--- src/hw/rtl/rbca_pkg.sv ---
// Shared constants, types and pointer arithmetic of the commit/ack byte ring buffer.
package rbca_pkg;

	localparam int LARGE_DEPTH = 1024;
	localparam int SMALL_DEPTH = 256;
	localparam int MAX_DEPTH   = (LARGE_DEPTH > SMALL_DEPTH) ? LARGE_DEPTH : SMALL_DEPTH;

	localparam int BYTE_W  = 8;
	localparam int FIELD_W = 10;
	localparam int PTR_W   = $clog2(MAX_DEPTH);
	localparam int DEP_W   = $clog2(MAX_DEPTH + 1);
	// wide enough for pointer plus two field values
	localparam int SUM_W   = ((PTR_W > FIELD_W) ? PTR_W : FIELD_W) + 2;

	localparam logic [DEP_W-1:0] LARGE_D = DEP_W'(LARGE_DEPTH);
	localparam logic [DEP_W-1:0] SMALL_D = DEP_W'(SMALL_DEPTH);

	typedef enum logic [2:0] {
		CMD_WRITE      = 3'd0,
		CMD_READ       = 3'd1,
		CMD_PEEK_CM    = 3'd2,
		CMD_ACK        = 3'd3,
		CMD_COMMIT_ALL = 3'd4,
		CMD_COMMIT_LEN = 3'd5,
		CMD_PEEK_UNC   = 3'd6,
		CMD_RESET      = 3'd7
	} cmd_t;

	typedef enum logic [1:0] {
		ST_OK    = 2'd0,
		ST_FULL  = 2'd1,
		ST_SHORT = 2'd2
	} status_t;

	typedef struct packed {
		cmd_t               cmd;
		logic [BYTE_W-1:0]  data_in;
		logic [FIELD_W-1:0] start_offset;
		logic [FIELD_W-1:0] element_index;
		logic [FIELD_W-1:0] length;
	} item_t;

	typedef struct packed {
		logic               wr_en;
		logic [PTR_W-1:0]   wr_addr;
		logic [BYTE_W-1:0]  wr_data;
		logic               rd_en;
		logic [PTR_W-1:0]   rd_addr;
	} mem_req_t;

	typedef struct packed {
		logic               rd_hit;
		status_t            status;
		logic [FIELD_W-1:0] free_size;
		logic [FIELD_W-1:0] data_size;
		logic [FIELD_W-1:0] unread_size;
		logic [FIELD_W-1:0] block_length;
		logic [FIELD_W-1:0] shortfall;
	} res_t;

	// one conditional subtract: valid while s < 2*d
	function automatic logic [PTR_W-1:0] wrap_ptr(input logic [SUM_W-1:0] s,
	                                              input logic [DEP_W-1:0] d);
		logic [SUM_W-1:0] t;
		t = (s >= SUM_W'(d)) ? (s - SUM_W'(d)) : s;
		return t[PTR_W-1:0];
	endfunction

	// (a - b) mod d for a, b below d
	function automatic logic [DEP_W-1:0] span(input logic [PTR_W-1:0] a,
	                                          input logic [PTR_W-1:0] b,
	                                          input logic [DEP_W-1:0] d);
		logic [SUM_W-1:0] t;
		if (a >= b)
			t = SUM_W'(a) - SUM_W'(b);
		else
			t = SUM_W'(a) + SUM_W'(d) - SUM_W'(b);
		return t[DEP_W-1:0];
	endfunction

endpackage

--- src/hw/rtl/rbca_ctrl.sv ---
// Pointer state, mode register and per-command decode of the ring buffer.
module rbca_ctrl (
	input  logic                clk,
	input  logic                arst_n,
	input  logic                cfg_we,
	input  logic                cfg_wdata,
	input  logic                advance,
	input  rbca_pkg::item_t     item,
	output rbca_pkg::mem_req_t  mem_req,
	output rbca_pkg::res_t      res
);
	import rbca_pkg::*;

	logic [PTR_W-1:0] wr_ptr_q, cm_ptr_q, rd_ptr_q;
	logic             large_mode_q;

	logic [DEP_W-1:0] depth, held, committed, pending;
	logic [DEP_W-1:0] held_n, free_d, data_d, unread_d;
	logic [PTR_W-1:0] wr_n, cm_n, rd_n, rd_addr;
	logic [SUM_W-1:0] s_start, s_idx, s_len, s_depth, s_comm, s_pend;
	logic [SUM_W-1:0] s_wr, s_cm, s_rd, clamp, blk, sfall;
	logic             wr_ok, hit;
	status_t          st;

	// mode change folds each pointer into the new ring size
	function automatic logic [PTR_W-1:0] fold_ptr(input logic [PTR_W-1:0] p,
	                                              input logic sel_large);
		if (sel_large)
			return PTR_W'(p % LARGE_DEPTH);
		else
			return PTR_W'(p % SMALL_DEPTH);
	endfunction

	always_comb begin
		depth     = large_mode_q ? LARGE_D : SMALL_D;
		held      = span(wr_ptr_q, rd_ptr_q, depth);
		committed = span(cm_ptr_q, rd_ptr_q, depth);
		pending   = span(wr_ptr_q, cm_ptr_q, depth);

		s_start = SUM_W'(item.start_offset);
		s_idx   = SUM_W'(item.element_index);
		s_len   = SUM_W'(item.length);
		s_depth = SUM_W'(depth);
		s_comm  = SUM_W'(committed);
		s_pend  = SUM_W'(pending);
		s_wr    = SUM_W'(wr_ptr_q);
		s_cm    = SUM_W'(cm_ptr_q);
		s_rd    = SUM_W'(rd_ptr_q);
		clamp   = (s_len > s_pend) ? s_pend : s_len;

		wr_n    = wr_ptr_q;
		cm_n    = cm_ptr_q;
		rd_n    = rd_ptr_q;
		rd_addr = rd_ptr_q;
		st      = ST_OK;
		wr_ok   = 1'b0;
		hit     = 1'b0;
		blk     = '0;
		sfall   = '0;

		unique case (item.cmd)
			CMD_WRITE: begin
				if (SUM_W'(held) >= s_depth - SUM_W'(1)) begin
					st = ST_FULL;
				end else begin
					wr_ok = 1'b1;
					wr_n  = wrap_ptr(s_wr + SUM_W'(1), depth);
				end
			end
			CMD_READ: begin
				if (committed == '0) begin
					st = ST_SHORT;
				end else begin
					hit  = 1'b1;
					rd_n = wrap_ptr(s_rd + SUM_W'(1), depth);
				end
			end
			CMD_PEEK_CM: begin
				if (s_idx < s_len && s_start + s_len <= s_comm) begin
					hit     = 1'b1;
					rd_addr = wrap_ptr(s_rd + s_start + s_idx, depth);
				end else begin
					st = ST_SHORT;
				end
			end
			CMD_ACK: begin
				if (s_len <= s_comm)
					rd_n = wrap_ptr(s_rd + s_len, depth);
				else
					st = ST_SHORT;
			end
			CMD_COMMIT_ALL: begin
				cm_n = wr_ptr_q;
			end
			CMD_COMMIT_LEN: begin
				cm_n = wrap_ptr(s_cm + clamp, depth);
			end
			CMD_PEEK_UNC: begin
				if (s_len == '0) begin
					st = ST_SHORT;
				end else if (s_pend <= s_start) begin
					sfall = s_start - s_pend;
					st    = ST_SHORT;
				end else begin
					blk = ((s_pend - s_start) > s_len) ? s_len : (s_pend - s_start);
					if (s_idx < blk) begin
						hit     = 1'b1;
						rd_addr = wrap_ptr(s_cm + s_start + s_idx, depth);
					end else begin
						st = ST_SHORT;
					end
				end
			end
			CMD_RESET: begin
				wr_n = '0;
				cm_n = '0;
				rd_n = '0;
			end
		endcase

		held_n   = span(wr_n, rd_n, depth);
		free_d   = depth - DEP_W'(1) - held_n;
		data_d   = span(cm_n, rd_n, depth);
		unread_d = span(wr_n, cm_n, depth);
	end

	always_ff @(posedge clk or negedge arst_n) begin
		if (!arst_n) begin
			wr_ptr_q     <= '0;
			cm_ptr_q     <= '0;
			rd_ptr_q     <= '0;
			large_mode_q <= 1'b0;
		end else if (cfg_we) begin
			large_mode_q <= cfg_wdata;
			wr_ptr_q     <= fold_ptr(wr_ptr_q, cfg_wdata);
			cm_ptr_q     <= fold_ptr(cm_ptr_q, cfg_wdata);
			rd_ptr_q     <= fold_ptr(rd_ptr_q, cfg_wdata);
		end else if (advance) begin
			wr_ptr_q <= wr_n;
			cm_ptr_q <= cm_n;
			rd_ptr_q <= rd_n;
		end
	end

	assign mem_req.wr_en   = advance & wr_ok;
	assign mem_req.wr_addr = wr_ptr_q;
	assign mem_req.wr_data = item.data_in;
	assign mem_req.rd_en   = advance;
	assign mem_req.rd_addr = rd_addr;

	assign res.rd_hit       = hit;
	assign res.status       = st;
	assign res.free_size    = FIELD_W'(free_d);
	assign res.data_size    = FIELD_W'(data_d);
	assign res.unread_size  = FIELD_W'(unread_d);
	assign res.block_length = FIELD_W'(blk);
	assign res.shortfall    = FIELD_W'(sfall);

	// reported sizes never exceed the usable ring
	a_sizes_range: assert property (@(posedge clk) disable iff (!arst_n)
		advance |-> (free_d < depth && data_d < depth && unread_d < depth))
		else $error("region size outside ring capacity");

	a_ptr_range: assert property (@(posedge clk) disable iff (!arst_n)
		DEP_W'(wr_ptr_q) < depth && DEP_W'(cm_ptr_q) < depth && DEP_W'(rd_ptr_q) < depth)
		else $error("pointer outside selected ring size");

	a_write_gate: assert property (@(posedge clk) disable iff (!arst_n)
		mem_req.wr_en |-> (item.cmd == CMD_WRITE && st == ST_OK))
		else $error("store written by a dropped or non-write transaction");

endmodule

--- config.mk ---
export PLATFORM = sky130hd
export DESIGN_NAME = rbca_ctrl
export DESIGN_NICKNAME = d
export VERILOG_FILES = /design/src/hw/rtl/rbca_pkg.sv /design/src/hw/rtl/rbca_ctrl.sv
export SDC_FILE = /design/constraint.sdc
export NUM_CORES = 1
export LEC_CHECK = 0
export ABC_CLOCK_PERIOD_IN_PS = 10300
export BUFFER_PORTS_ARGS = -buffer_cell sky130_fd_sc_hd__buf_2
export CAP_MARGIN = 20
export CORE_ASPECT_RATIO = 0.7
export CORE_UTILIZATION = 35
export DETAILED_ROUTE_END_ITERATION = 7
export SYNTH_ARGS = -nofsm -noshare
export SYNTH_HDL_FRONTEND = slang
export SYNTH_SLANG_ARGS = --single-unit
export TNS_END_PERCENT = 100
--- constraint.sdc ---
create_clock -name clk -period 10.3 [get_ports clk]
set_input_delay 0 -clock clk [delete_from_list [all_inputs] [get_ports clk]]
set_output_delay 0 -clock clk [all_outputs]
set_load 0.03 [all_outputs]
; Word level (Yosys, flattened, before mapping)
; Cells that the tools add are included.
[totals]
ff_bits = 31
word_cells = 135
[op_classes]
n_addsub = 36
order_cmp = 20
eq_ne = 8
muxes = 55
bitwise = 2
reduce_logical = 7
[op_table]
columns = operator, n
row1 = $mux 10, 29
row2 = $sub 10x10->10, 14
row3 = $ge 10x10->1, 6
row4 = $pmux 10 s3, 2
row5 = $mux 11, 5
row6 = $add 10x10->11, 4
row7 = $pmux 10 s2, 2
row8 = $ge 12x11->1, 3
row9 = $ge 11x11->1, 3
row10 = $sub 10x10->11, 3
row11 = $sub 11x10->11, 3
row12 = $add 11x10->12, 2
row13 = $add 10x1->11 const B, 2
row14 = $add 10x11->11, 2
row15 = $add 10x10->10, 2
row16 = $add 10x11->12, 1
row17 = $eq 3x3->1 const B, 4
row18 = $ge 11x12->1, 1
row19 = $gt 12x10->1, 1
row20 = $lt 10x12->1, 1
row21 = $mux 12, 1
row22 = $mux 2, 6
row23 = $sub 11x1->12 const B, 1
row24 = $sub 11x10->12, 1
row25 = other kinds (20), 29

; Logic depth before layout (Yosys ltp)
[depth]
word_depth = 13
ltp_mapped = 47
depth_no_buf = 46

; Worst setup path before layout
; OpenSTA, ideal clock, no wires.
[synth_path]
path_kind = register to output
start = reg wr_ptr_q[0]
end = out res[39] in the netlist's numbering
t_arrival_ns = 8.456
required_time_ns = 10.300
slack_ns = 1.844
path_stages_with_launch = 44
path_buffers = 1
cell_sequence = dfrtp_1 > inv_1 > ha_1 > fa_1 > ha_1 > nor2b_1 > o21a_1 > o21a_1 > o21a_1 > o21a_1 > o21a_1 > o21a_1 > o211ai_1 > a211o_1 > clkbuf_1 > nand2_1 > o21ai_0 > ha_1 > [8 not listed] > nand2_1 > xnor2_1 > ha_1 > nand3_1 > or4_1 > nor4_1 > a21boi_0 > o21bai_1 > mux2_2 > o21ai_0 > inv_1 > fa_1 > inv_1 > ha_1 > a21oi_1 > xnor2_1 > a21oi_1 > xor2_1
[synth_lines]
columns = element, line_no
row1 = start: declaration, rbca_ctrl.sv:14  ; logic [PTR_W-1:0] wr_ptr_q, cm_ptr_q, rd_ptr_q;
row2 = start signal: assignment, rbca_ctrl.sv:135  ; wr_ptr_q <= fold_ptr(wr_ptr_q, cfg_wdata);
row3 = start signal: assignment, rbca_ctrl.sv:139  ; wr_ptr_q <= wr_n;
row4 = end: declaration, rbca_ctrl.sv:10  ; output rbca_pkg::res_t res

==> results.md <==
* Outcome: completed
* Largest net degree at the start of global routing at 41
* RSZ-0062 raised after global routing: false
* Worst EP required at 10.30 ns
* Share of cells above drive strength 1 at 0.108
* Total GRT Usage at 0.242
* DRT Pass-1 Iters at 6
* Max incr delay on CP at 0.59 ns
* Design area at 13500 um2
* Max FO, Critical Path at 20
* Avg Cell Area, Syn at 7.81 um2
* Finished Layout Cells at 2137
* #FFs+latches synth at 31
* Element type at the critical path end: primary output
* Vias in the first global route at 11400
* Average wire per standard cell at 20.7 um
* DR vias at 12200
* Initial antenna violation count at 2
* Ports at 129
* Htree depth at 2
* Row count at 57
* Area grow syn2layout at 9.86%
* Main flop type after synthesis: dfrtp_1
* Synth Warn # at 0
* DR vias/cell at 5.73
* Data arrival, critical path at 9.52 ns
* DP Area at 13300 um2
* Sequential fraction of the synthesis area at 0.0631
* Die area at 35900 um2
* # clock sinks at 31
* Grt total ovfl at 0
* Synthesized area at 12300 um2
* Number of synthesized flops with an enable pin at 0
* Worst slew pin tran at 0.889 ns
* DRT iter0 DRCs at 1147
* R2R setup slack at 2.67 ns
* Die X at 226 um
* Largest buffer count on any clock path at 2
* Top post-synthesis cells by area: ha_1 24%, fa_1 8.0%, dfrtp_1 6.3%
* Gpl congestion at 0.976
* Max frequency at 105 MHz
* CP max-delay cell: dfrtp_1
* CTS tree: built
* Core Area at 34700 um2
* Yosys cell types at 85
* Number of max-cap violations at 0
* Setup TNS Final at 0 ns
* Slew Viols, Final at 0
* Final HPWL from detailed placement at 36700 um
* Total Routed Length at 44300 um
* Placed cells at 2124
* Final nets at 1993
* Worst Setup Path Type: register to primary output
* Worst-Skew Late Latency at 0.28 ns
* Synth area leader: ha_1
* CTS Buf Count at 5
* Most common library cells after synthesis: 235 x ha_1, 153 x inv_1, 114 x a21oi_1, 104 x nand2_1
* Post-DRT Antenna Nets at 0
* Setup violators final at 0
* Clock slew at reported path FFs at 0.06 ns
* Slew headroom at 0.402
* Number of port buffers at 112
* Starting Density at 0.355
* Startpoint class of the critical path: register
* Worst clock skew at 0.00665 ns
* Asr flop ratio synth at 1.00
* Min Tclk post-route at 9.52 ns
* Hold Path Class: primary input to primary output
* Residual DRC at 0
* Top cell type's share of synthesized area at 0.239
* First-pass GRT wire length at 67200 um
* Die span in y at 159 um
* Final design utilization at 0.390
* Gate count of the mapped netlist at 1574
* Synthesized Nets at 1904
* Top-count cell post-synth: ha_1
* Root Buffer: clkbuf_16
* Final Cycle Share at 0.924
* Final hold vios at 0
-- flip-flops by register name, indices dropped and copies added, names as in the netlist --
name,count
large_mode_q,1
rd_ptr_q,10
cm_ptr_q,10
wr_ptr_q,10
-- final cells by class --
type | instances | area (um2)
Multi-Input combinational cell | 1340 | 10700
Clock buffer | 6 | 129
Tap cell | 472 | 591
Clock inverter | 2 | 12.5
Inverter | 153 | 574
Timing Repair Buffer | 132 | 718
Fill cell | 3581 | 21100
Antenna cell | 1 | 2.50
Sequential cell | 31 | 776
-- cell usage in the layout, fill, tap and decap left out, drive strengths merged, types with 33 or more instances in the layout --
| cell | instances |
|---|---|
| o21ai | 106 |
| buf | 129 |
| xor2 | 37 |
| ha | 235 |
| a21o | 56 |
| inv | 153 |
| o21a | 33 |
| xnor2 | 75 |
| nand3 | 41 |
| nor2 | 101 |
| nand2 | 106 |
| fa | 49 |
| a21oi | 115 |
-- timing repair --
action,in CTS,in global routing
endpoints found under the hold margin,32,0
hold buffers,3,0
setup buffers,0,0
resized for setup,0,1
setup endpoints to repair,0,1
-- path summary, 6_finish.rpt --
path                       cells past startpoint                       to                    start
min in group asynchronous                      2  wr_ptr_q[9]$_DFFE_PN0P_                   arst_n
hold / removal                                 0              mem_req[14]                 item[33]
setup reg to reg                              34  cm_ptr_q[8]$_DFFE_PN0P_  cm_ptr_q[1]$_DFFE_PN0P_
setup / recovery                              42                  res[39]  cm_ptr_q[1]$_DFFE_PN0P_
max in group asynchronous                      2  wr_ptr_q[3]$_DFFE_PN0P_                   arst_n
hold reg to reg                                2  cm_ptr_q[3]$_DFFE_PN0P_  cm_ptr_q[3]$_DFFE_PN0P_
-- layer usage --
| layer | up-vias | GRT usage | routed length, um |
|---|---|---|---|
| li1 | 5863 | - | - |
| met1 | 5852 | 0.382 | 22300 |
| met2 | 470 | 0.344 | 17600 |
| met3 | 58 | 0.0272 | 3410 |
| met4 | 0 | 0.0541 | 921 |
| met5 | - | 0 | 0 |
-- critical path: cells and delay by family, from the launching register on --
| kind | cells | cell delay [ns] |
|---|---|---|
| xor gates and xnor gates | 4 | 0.51 |
| adders and majority gates | 6 | 2.05 |
| buffers and inverters | 5 | 0.70 |
| DFF | 1 | 0.59 |
| muxes | 2 | 0.66 |
| AOI/OAI and AO/OA | 15 | 3.39 |
| and+or+nand+nor | 10 | 1.33 |
-- metrics by stage --
step | setup slack (ns) | hold slack [ns]
2_1_floorplan | 1.84 | -0.296
3_3_place_gp | 1.34 | 0.000205
3_5_place_dp | 0.998 | 0.000205
4_1_cts | 0.672 | 0.000205
5_1_grt | 0.0998 | 0.000172
6_report | 0.783 | 0.0000558
-- cell families (layout without fill, tap and decap cells) --
logic type | count (synthesis) | in the layout | synth area share
compound gates | 484 | 484 | 0.267
xor+xnor | 112 | 112 | 0.0798
fa+ha+maj | 284 | 284 | 0.319
buf+inv | 203 | 293 | 0.0663
flops | 31 | 31 | 0.0631
mux | 42 | 42 | 0.0365
other cells | 0 | 1 | 0
simple gates | 418 | 418 | 0.169
Power is not shown: default switching activity piles up to over one toggle a cycle in this logic, so the estimate is an artifact.
